**src/hw/rtl/mrf_pkg.sv**
```systemverilog
package mrf_pkg;

	// input operation codes
	localparam logic [2:0] OP_READ      = 3'd0;
	localparam logic [2:0] OP_WRITE_ONE = 3'd1;
	localparam logic [2:0] OP_WRITE_HDR = 3'd2;
	localparam logic [2:0] OP_DATA      = 3'd3;
	localparam logic [2:0] OP_RESP      = 3'd4;

	// result kinds
	localparam logic [1:0] KIND_TX     = 2'd0;
	localparam logic [1:0] KIND_WORD   = 2'd1;
	localparam logic [1:0] KIND_STATUS = 2'd2;

	// Modbus function codes
	localparam logic [7:0] FC_READ_HOLD  = 8'd3;
	localparam logic [7:0] FC_WRITE_ONE  = 8'd6;
	localparam logic [7:0] FC_WRITE_MULT = 8'd16;

	localparam logic [15:0] CRC_SEED = 16'hFFFF;
	localparam logic [15:0] CRC_POLY = 16'hA001;
	localparam logic [6:0]  MAX_REGS = 7'd125;
	localparam logic [7:0]  RX_CNT_MAX = 8'd255;
	localparam logic [7:0]  FIRST_DATA_POS = 8'd3;

	// frame byte slots in one job
	localparam int JOB_BYTES = 8;
	localparam int STEP_W    = $clog2(JOB_BYTES);

	// queue between front and back
	localparam int QDEPTH = 2;
	localparam int QPTR_W = $clog2(QDEPTH);
	localparam int QCNT_W = $clog2(QDEPTH + 1);

	typedef enum logic [1:0] {
		PEND_NONE   = 2'd0,
		PEND_READ   = 2'd1,
		PEND_SINGLE = 2'd2,
		PEND_MULTI  = 2'd3
	} pend_t;

	// one unit of work handed from front to back
	typedef struct packed {
		logic                           is_rx;
		logic [STEP_W:0]                nbytes;
		logic [JOB_BYTES-1:0][7:0]      bytes;
		logic                           crc_init;
		logic                           send_crc;
		logic                           has_word;
		logic [15:0]                    word;
		logic [6:0]                     widx;
		logic                           has_status;
		logic                           ok;
	} job_t;

	// one byte through the reflected CRC-16
	function automatic logic [15:0] crc_feed(input logic [15:0] crc, input logic [7:0] b);
		logic [15:0] c;
		c = crc ^ {8'h00, b};
		for (int k = 0; k < 8; k++) begin
			if (c[0]) begin
				c = {1'b0, c[15:1]} ^ CRC_POLY;
			end else begin
				c = {1'b0, c[15:1]};
			end
		end
		return c;
	endfunction

endpackage

```
**src/hw/rtl/mrf_front.sv**
```systemverilog
module mrf_front (
	input  logic               clk,
	input  logic               arst_n,
	input  logic               cfg_we,
	input  logic [7:0]         cfg_wdata,
	input  logic               in_valid,
	output logic               in_stall,
	input  logic [2:0]         operation,
	input  logic [15:0]        start_register,
	input  logic [6:0]         register_count,
	input  logic [15:0]        data_word,
	input  logic [7:0]         rx_byte,
	input  logic               last_item,
	input  logic               q_full,
	output logic               q_push,
	output mrf_pkg::job_t      q_job
);
	import mrf_pkg::*;

	logic [7:0]  slave_address_q;
	logic [15:0] rx_crc_q;
	logic [7:0]  rx_cnt_q;
	logic [7:0]  hold_q;
	logic [6:0]  exp_words_q;
	pend_t       pending_q;

	logic        accept;
	logic [15:0] rx_crc_d;
	logic [7:0]  rx_cnt_d;
	logic [7:0]  hold_d;
	logic [6:0]  exp_words_d;
	pend_t       pending_d;
	logic        push;
	job_t        job;

	logic [15:0] crc_next;
	logic [7:0]  cnt_next;
	logic [7:0]  dpos;
	logic [6:0]  widx;
	logic        in_words;

	assign in_stall = q_full;
	assign accept   = in_valid && !q_full;

	// receive-side helpers
	assign crc_next = crc_feed(rx_crc_q, rx_byte);
	assign cnt_next = (rx_cnt_q != RX_CNT_MAX) ? rx_cnt_q + 8'd1 : rx_cnt_q;
	assign dpos     = rx_cnt_q - FIRST_DATA_POS;
	assign widx     = dpos[7:1];
	assign in_words = (pending_q == PEND_READ) && (rx_cnt_q != RX_CNT_MAX)
		&& (rx_cnt_q >= FIRST_DATA_POS) && (widx < exp_words_q);

	// classify the beat and build the job
	always_comb begin
		rx_crc_d    = rx_crc_q;
		rx_cnt_d    = rx_cnt_q;
		hold_d      = hold_q;
		exp_words_d = exp_words_q;
		pending_d   = pending_q;
		push        = 1'b0;
		job         = '0;
		unique case (operation)
			OP_READ, OP_WRITE_ONE, OP_WRITE_HDR: begin
				rx_crc_d = CRC_SEED;
				rx_cnt_d = '0;
				hold_d   = '0;
				push     = 1'b1;
				job.crc_init = 1'b1;
				job.bytes[0] = slave_address_q;
				job.bytes[2] = start_register[15:8];
				job.bytes[3] = start_register[7:0];
				job.bytes[5] = {1'b0, register_count};
				job.nbytes   = (STEP_W+1)'(6);
				job.send_crc = 1'b1;
				exp_words_d  = '0;
				if (operation == OP_READ) begin
					pending_d    = PEND_READ;
					job.bytes[1] = FC_READ_HOLD;
					exp_words_d  = (register_count > MAX_REGS) ? MAX_REGS : register_count;
				end else if (operation == OP_WRITE_ONE) begin
					pending_d    = PEND_SINGLE;
					job.bytes[1] = FC_WRITE_ONE;
					job.bytes[4] = data_word[15:8];
					job.bytes[5] = data_word[7:0];
				end else begin
					pending_d    = PEND_MULTI;
					job.bytes[1] = FC_WRITE_MULT;
					job.bytes[6] = {register_count, 1'b0};
					job.nbytes   = (STEP_W+1)'(7);
					job.send_crc = 1'b0;
				end
			end
			OP_DATA: begin
				push         = 1'b1;
				job.bytes[0] = data_word[15:8];
				job.bytes[1] = data_word[7:0];
				job.nbytes   = (STEP_W+1)'(2);
				job.send_crc = last_item;
			end
			OP_RESP: begin
				job.is_rx = 1'b1;
				rx_crc_d  = crc_next;
				rx_cnt_d  = cnt_next;
				if (in_words) begin
					if (!dpos[0]) begin
						hold_d = rx_byte;
					end else begin
						job.has_word = 1'b1;
						job.word     = {hold_q, rx_byte};
						job.widx     = widx;
					end
				end
				if (last_item) begin
					job.has_status = 1'b1;
					job.ok         = (cnt_next >= 8'd2) && (crc_next == 16'h0000);
					rx_crc_d       = CRC_SEED;
					rx_cnt_d       = '0;
					hold_d         = '0;
					pending_d      = PEND_NONE;
				end
				push = job.has_word || job.has_status;
			end
			default: begin
				push = 1'b0;
			end
		endcase
	end

	assign q_push = accept && push;
	assign q_job  = job;

	always_ff @(posedge clk or negedge arst_n) begin
		if (!arst_n) begin
			slave_address_q <= 8'd1;
			rx_crc_q        <= CRC_SEED;
			rx_cnt_q        <= '0;
			hold_q          <= '0;
			exp_words_q     <= '0;
			pending_q       <= PEND_NONE;
		end else begin
			if (cfg_we) begin
				slave_address_q <= cfg_wdata;
			end
			if (accept) begin
				rx_crc_q    <= rx_crc_d;
				rx_cnt_q    <= rx_cnt_d;
				hold_q      <= hold_d;
				exp_words_q <= exp_words_d;
				pending_q   <= pending_d;
			end
		end
	end

endmodule

```
**src/hw/rtl/mrf_queue.sv**
```systemverilog
module mrf_queue (
	input  logic          clk,
	input  logic          arst_n,
	input  logic          push,
	input  mrf_pkg::job_t push_job,
	input  logic          pop,
	output logic          full,
	output logic          head_valid,
	output mrf_pkg::job_t head_job
);
	import mrf_pkg::*;

	job_t              mem_q [QDEPTH];
	logic [QPTR_W-1:0] wr_ptr_q;
	logic [QPTR_W-1:0] rd_ptr_q;
	logic [QCNT_W-1:0] cnt_q;

	assign full       = (cnt_q == QCNT_W'(QDEPTH));
	assign head_valid = (cnt_q != '0);
	assign head_job   = mem_q[rd_ptr_q];

	// entry storage
	always_ff @(posedge clk) begin
		if (push) begin
			mem_q[wr_ptr_q] <= push_job;
		end
	end

	// pointers and fill level
	always_ff @(posedge clk or negedge arst_n) begin
		if (!arst_n) begin
			wr_ptr_q <= '0;
			rd_ptr_q <= '0;
			cnt_q    <= '0;
		end else begin
			if (push) begin
				wr_ptr_q <= (wr_ptr_q == QPTR_W'(QDEPTH - 1)) ? '0 : wr_ptr_q + 1'b1;
			end
			if (pop) begin
				rd_ptr_q <= (rd_ptr_q == QPTR_W'(QDEPTH - 1)) ? '0 : rd_ptr_q + 1'b1;
			end
			if (push && !pop) begin
				cnt_q <= cnt_q + 1'b1;
			end else if (pop && !push) begin
				cnt_q <= cnt_q - 1'b1;
			end
		end
	end

endmodule

```
**src/hw/rtl/mrf_back.sv**
```systemverilog
module mrf_back (
	input  logic          clk,
	input  logic          arst_n,
	input  logic          head_valid,
	input  mrf_pkg::job_t head_job,
	output logic          pop,
	output logic          out_valid,
	input  logic          out_stall,
	output logic [1:0]    result_kind,
	output logic [7:0]    tx_byte,
	output logic [15:0]   register_word,
	output logic [6:0]    word_index,
	output logic          crc_ok,
	output logic          end_of_run
);
	import mrf_pkg::*;

	logic [STEP_W-1:0] step_q;
	logic [15:0]       tx_crc_q;
	logic              out_valid_q;
	logic [1:0]        kind_q;
	logic [7:0]        txb_q;
	logic [15:0]       word_q;
	logic [6:0]        widx_q;
	logic              ok_q;
	logic              eor_q;

	logic              load;
	logic              fire;
	logic [1:0]        kind_c;
	logic [7:0]        txb_c;
	logic [15:0]       word_c;
	logic [6:0]        widx_c;
	logic              ok_c;
	logic              last_c;
	logic [15:0]       crc_base;
	logic [15:0]       crc_c;
	logic [STEP_W:0]   step_x;
	logic [STEP_W:0]   total;

	assign load     = !out_valid_q || !out_stall;
	assign fire     = load && head_valid;
	assign step_x   = {1'b0, step_q};
	assign total    = head_job.nbytes + (head_job.send_crc ? (STEP_W+1)'(2) : '0);
	assign crc_base = (head_job.crc_init && step_q == '0) ? CRC_SEED : tx_crc_q;

	// pick the result for the current step of the head job
	always_comb begin
		kind_c = KIND_TX;
		txb_c  = '0;
		word_c = '0;
		widx_c = '0;
		ok_c   = 1'b0;
		last_c = 1'b0;
		crc_c  = tx_crc_q;
		if (head_job.is_rx) begin
			if (step_q == '0 && head_job.has_word) begin
				kind_c = KIND_WORD;
				word_c = head_job.word;
				widx_c = head_job.widx;
				last_c = !head_job.has_status;
			end else begin
				kind_c = KIND_STATUS;
				ok_c   = head_job.ok;
				last_c = 1'b1;
			end
		end else begin
			last_c = (step_x == total - 1'b1);
			if (step_x < head_job.nbytes) begin
				txb_c = head_job.bytes[step_q];
				crc_c = crc_feed(crc_base, txb_c);
			end else if (step_x == head_job.nbytes) begin
				txb_c = crc_base[7:0];
				crc_c = crc_base;
			end else begin
				txb_c = crc_base[15:8];
				crc_c = CRC_SEED;
			end
		end
	end

	assign pop = fire && last_c;

	// step counter and transmit CRC
	always_ff @(posedge clk or negedge arst_n) begin
		if (!arst_n) begin
			step_q      <= '0;
			tx_crc_q    <= CRC_SEED;
			out_valid_q <= 1'b0;
		end else if (load) begin
			out_valid_q <= head_valid;
			if (head_valid) begin
				step_q <= last_c ? '0 : step_q + 1'b1;
				if (!head_job.is_rx) begin
					tx_crc_q <= crc_c;
				end
			end
		end
	end

	// output register
	always_ff @(posedge clk) begin
		if (fire) begin
			kind_q <= kind_c;
			txb_q  <= txb_c;
			word_q <= word_c;
			widx_q <= widx_c;
			ok_q   <= ok_c;
			eor_q  <= last_c;
		end
	end

	assign out_valid     = out_valid_q;
	assign result_kind   = kind_q;
	assign tx_byte       = txb_q;
	assign register_word = word_q;
	assign word_index    = widx_q;
	assign crc_ok        = ok_q;
	assign end_of_run    = eor_q;

endmodule

```
**src/hw/rtl/modbus_rtu_master_framer_core.sv**
```systemverilog
// An accepted beat is written into the job queue as a job, and the back end then loads
// each result of that job into its output register.
// The back end gives one result beat per cycle while out_stall is low. A request item
// yields 7 or 8 frame bytes, a data word 2 or 4, a response byte 0 to 2 results.
// A 2-entry job queue lets the front take new beats while the back drains a frame.
// Reset (arst_n low) clears all CRC, counter and pending-request state; address reg is 1.
module modbus_rtu_master_framer_core (
	input  logic        clk,
	input  logic        arst_n,
	input  logic        cfg_we,
	input  logic [7:0]  cfg_wdata,
	input  logic        in_valid,
	output logic        in_stall,
	input  logic [2:0]  operation,
	input  logic [15:0] start_register,
	input  logic [6:0]  register_count,
	input  logic [15:0] data_word,
	input  logic [7:0]  rx_byte,
	input  logic        last_item,
	output logic        out_valid,
	input  logic        out_stall,
	output logic [1:0]  result_kind,
	output logic [7:0]  tx_byte,
	output logic [15:0] register_word,
	output logic [6:0]  word_index,
	output logic        crc_ok,
	output logic        end_of_run
);
	import mrf_pkg::*;

	logic q_full;
	logic q_push;
	logic q_pop;
	logic q_head_valid;
	job_t q_in_job;
	job_t q_head_job;

	mrf_front u_front (
		.clk            (clk),
		.arst_n         (arst_n),
		.cfg_we         (cfg_we),
		.cfg_wdata      (cfg_wdata),
		.in_valid       (in_valid),
		.in_stall       (in_stall),
		.operation      (operation),
		.start_register (start_register),
		.register_count (register_count),
		.data_word      (data_word),
		.rx_byte        (rx_byte),
		.last_item      (last_item),
		.q_full         (q_full),
		.q_push         (q_push),
		.q_job          (q_in_job)
	);

	mrf_queue u_queue (
		.clk        (clk),
		.arst_n     (arst_n),
		.push       (q_push),
		.push_job   (q_in_job),
		.pop        (q_pop),
		.full       (q_full),
		.head_valid (q_head_valid),
		.head_job   (q_head_job)
	);

	mrf_back u_back (
		.clk           (clk),
		.arst_n        (arst_n),
		.head_valid    (q_head_valid),
		.head_job      (q_head_job),
		.pop           (q_pop),
		.out_valid     (out_valid),
		.out_stall     (out_stall),
		.result_kind   (result_kind),
		.tx_byte       (tx_byte),
		.register_word (register_word),
		.word_index    (word_index),
		.crc_ok        (crc_ok),
		.end_of_run    (end_of_run)
	);

endmodule
```
**config.mk**
```make
export PLATFORM = sky130hd
export DESIGN_NAME = modbus_rtu_master_framer_core
export DESIGN_NICKNAME = d
export VERILOG_FILES = /design/src/hw/rtl/mrf_pkg.sv /design/src/hw/rtl/mrf_front.sv /design/src/hw/rtl/mrf_queue.sv /design/src/hw/rtl/mrf_back.sv /design/src/hw/rtl/modbus_rtu_master_framer_core.sv
export SDC_FILE = /design/constraint.sdc
export NUM_CORES = 1
export LEC_CHECK = 0
export ABC_CLOCK_PERIOD_IN_PS = 14600
export BUFFER_PORTS_ARGS = -buffer_cell sky130_fd_sc_hd__buf_2
export CORE_AREA = 2 2 141 178
export CTS_BUF_LIST = sky130_fd_sc_hd__clkbuf_8
export CTS_CLUSTER_DIAMETER = 30
export DETAILED_ROUTE_END_ITERATION = 10
export DIE_AREA = 0 0 143 180
export PLACE_DENSITY = 0.71
export SLEW_MARGIN = 30
export SYNTH_ARGS = -nofsm -noshare
export SYNTH_HDL_FRONTEND = slang
export SYNTH_SLANG_ARGS = --single-unit
```
**constraint.sdc**
```tcl
create_clock -name clk -period 14.6 [get_ports clk]
set_input_delay 0.73 -clock clk [delete_from_list [all_inputs] [get_ports clk]]
set_output_delay 0.73 -clock clk [all_outputs]
set_load 0.01 [all_outputs]
```
==> results.tsv <==
metric	value	unit
status	finished clean	
fmax	197	MHz
avgSynthCellArea	13.7	µm²
seq_power_share	39.7	%
synth_cells	918	
fin_skew	0.0219	ns
gp_routability_congestion	0.855	
power_frac_comb	37.1	%
post-synth-top-count-cell	edfxtp_1	
root_buffer	clkbuf_8	
die_area	25700	µm²
tns	0	ns
worstSkewPairLatency	0.56	ns
synth_top_area_share	49.8	%
rsz0062_at_grt	no	
fp.dieH	180	µm
vias_per_cell	5.44	
die_w	143	µm
slowest_stage	nor2b_4	
path_max_fanout	60	
crit_chain	ha_1, xnor2_1, ha_1, a21boi_1, o21a_1, o21a_1, o21a_1, o21a_1, o21ai_1, nand4_1, a31oi_1, nor2b_4, buf_4	
drcViolationCount	0	
tightest_slew	0.931	ns
start_kind	flip-flop	
critPathBufInv	1	
clkTransAtPathRegs	0.06	ns
min_path_type	in -> async	
regArea	8150	µm²
slowest_delay	0.78	ns
ys_async_sr_fraction	25.9	%
ys_warn_count	0	
hold_viol_final	0	
cp-end-kind	flip-flop	
grt_pass1_wl	40100	µm
syn_nets	1000	
synth_largest_area_cell	edfxtp_1	
startpoint	u_front.rx_cnt_q[0]	
num_io_pins	101	
setup_viol	0	
postCtsSetupBuffers	0	
p_leak	5.60	nW
clockPowerShare	23.3	%
power_density	205	nW/µm²
cts_resized	0	
syn-cell-area	12600	µm²
sw_frac_of_total	33.7	%
drv_cap	0	
cts_buffers	44	
grt_max_degree	61	
ctsHoldBuffers	0	
arrival	5.26	ns
hpwl	17100	µm
drt_iter0_drc	539	
htreeDepth	2	
nets	1115	
drt_first_pass_iters	4	
slew_viol_final	0	
required	14.78	ns
clockBufferDepth	3	
initial_core_util	52.3	%
synth-edff-count	209	
final_antenna_net_count	0	
synth.distinct_cells	57	
ys_ff_latch	282	
cts_tree	yes	
max_slew_margin	37.8	%
ir_drop	0.120	mV
p_switching	989	µW
crit_family	compound AO/OA/AOI/OAI gates	
grt_pass1_vias	7463	
synth_commonest_cells	edfxtp_1 (209), nor2_1 (97), mux2i_1 (56)	
fill_cells	1904	
fin_crit_sh	34.8	%
cp_common_cell	o21a_1	
antenna_cells	0	
port_buffers	100	
routed_wirelength	25500	µm
area_growth	13.8	%
num_rows	64	
p_int	1.95	mW
synth_top_flop_cell	edfxtp_1	
worst_hold_slack	0.238	ns
fin_crit	5.09	ns
drive_gt1_share	23.4	%
timing.rr.start	u_front.rx_cnt_q[0]	
routedWlPerCell	18.2	µm
overflow	0	
critPathKind	reg -> reg	
multi_input_area	4200	µm²
clock_sinks	282	
coreArea	24100	µm²
synth.area.top_cells	edfxtp_1 (50%), dfrtp_1 (7.9%), dfstp_2 (6.9%), mux2i_1 (4.4%), mux4_2 (3.6%)	
ys_seq_area_share	64.6	%
antenna_found_initial	0	
dr_total_vias	7601	
grtUsageTotal	20.0	%
[flip-flops by register name (all words and copies together) (netlist names), 8 cells and up]
signal	cells
u_front.rx_cnt_q	8
u_front.slave_address_q	8
u_back.register_word	16
u_queue.mem_q	174
u_front.hold_q	8
u_front.rx_crc_q	16
u_back.tx_byte	8
u_back.tx_crc_q	16
[path summary, 6_finish.rpt]
| check | slack (ns) | depth (start not counted) | endpoint |
|---|---|---|---|
| setup / recovery | 9.51 | 13 | u_queue.mem_q[0][47] |
| hold / removal | 0.24 | 1 | u_front.rx_cnt_q[1] |
| setup reg to reg | 9.51 | 13 | u_queue.mem_q[0][47] |
| hold reg to reg | 0.46 | 2 | u_front.rx_crc_q[1] |
| max in group asynchronous | 13.23 | 2 | u_queue.rd_ptr_q |
| min in group clk | 0.40 | 2 | u_front.slave_address_q[4] |
[logic make-up (layout without fill, tap and decap cells)]
| family | Yosys count | after routing | synth area share, % |
|---|---|---|---|
| flops | 282 | 282 | 64.6 |
| simple gates | 264 | 264 | 10.1 |
| compound gates | 141 | 141 | 7.37 |
| mux | 87 | 87 | 9.01 |
| buf+inv | 65 | 214 | 2.27 |
| xor+xnor | 61 | 61 | 4.71 |
| fa+ha+maj | 18 | 18 | 1.85 |
[power by group through the flow]
stage / Clock (mW) / Combinational [mW] / Sequential [mW]
after CTS: 0.698 / 1.10 / 1.17
after detailed placement: 0 / 1.10 / 1.18
final: 0.683 / 1.09 / 1.16
after global placement: 0 / 1.08 / 1.18
after global routing: 0.731 / 1.20 / 1.18
after floorplan: 0 / 0.847 / 1.18
[cell type report]
cell class,count,area share (%)
multi-input combinational,571,29.3
clock inverter,35,2.04
sequential,282,56.8
clock buffer,45,4.32
timing repair buffer,111,4.07
tap,330,2.88
inverter,23,0.602
[through the flow]
stage | std cells | power (mW) | cell area [µm²] | utilization [%] | worst slack [ns]
2_1_floorplan | 918 | 2.02 | 12600 | - | 7.42
3_3_place_gp | 1317 | 2.26 | 13400 | 55.7 | 9.62
3_5_place_dp | 1317 | 2.28 | 13400 | 55.7 | 9.49
4_1_cts | 1397 | 2.97 | 14300 | 59.5 | 9.49
5_1_grt | 1397 | 3.11 | 14300 | 59.5 | 9.15
6_report | 1397 | 2.94 | 14300 | 59.5 | 9.51
[metal layers]
metal	global-route usage (%)	vias up	share of wire, %
met5	0	-	0
met4	5.11	0	1.9
met3	3.41	39	5.5
met2	32.8	222	50
met1	28.0	3749	43
li1	-	3591	-
[worst register-to-register path, delay by kind of cell, from the launching register on]
family	cells	cell delay (ns)
simple gates	2	1.06
flops	1	0.47
compound gates	7	1.43
fa+ha+maj	2	0.65
xor+xnor	1	0.31
buf+inv	1	0.77
[cells in the final DEF (no fill, tap or decap), types with 5 or more instances in the layout]
cell	n
xor2_1	23
mux4_2	20
a21oi_1	41
nor3_1	6
bufinv_16	5
o21ai_1	6
a31oi_1	13
edfxtp_1	209
dfrtp_1	39
o21ai_0	21
nor2_1	97
xnor2_2	5
a2bb2oi_1	5
nor2b_1	19
nand3_1	9
nand2b_1	5
nand4_1	7
ha_1	17
inv_1	38
clkinv_1	6
dfstp_2	33
buf_4	11
a311oi_1	8
buf_2	100
clkbuf_8	45
xnor2_1	31
mux2i_1	56
o22a_1	7
and2_1	54
mux2_2	10
nand2_1	49
a22o_1	21
No activity file was read; power rests on OpenSTA's default activity.
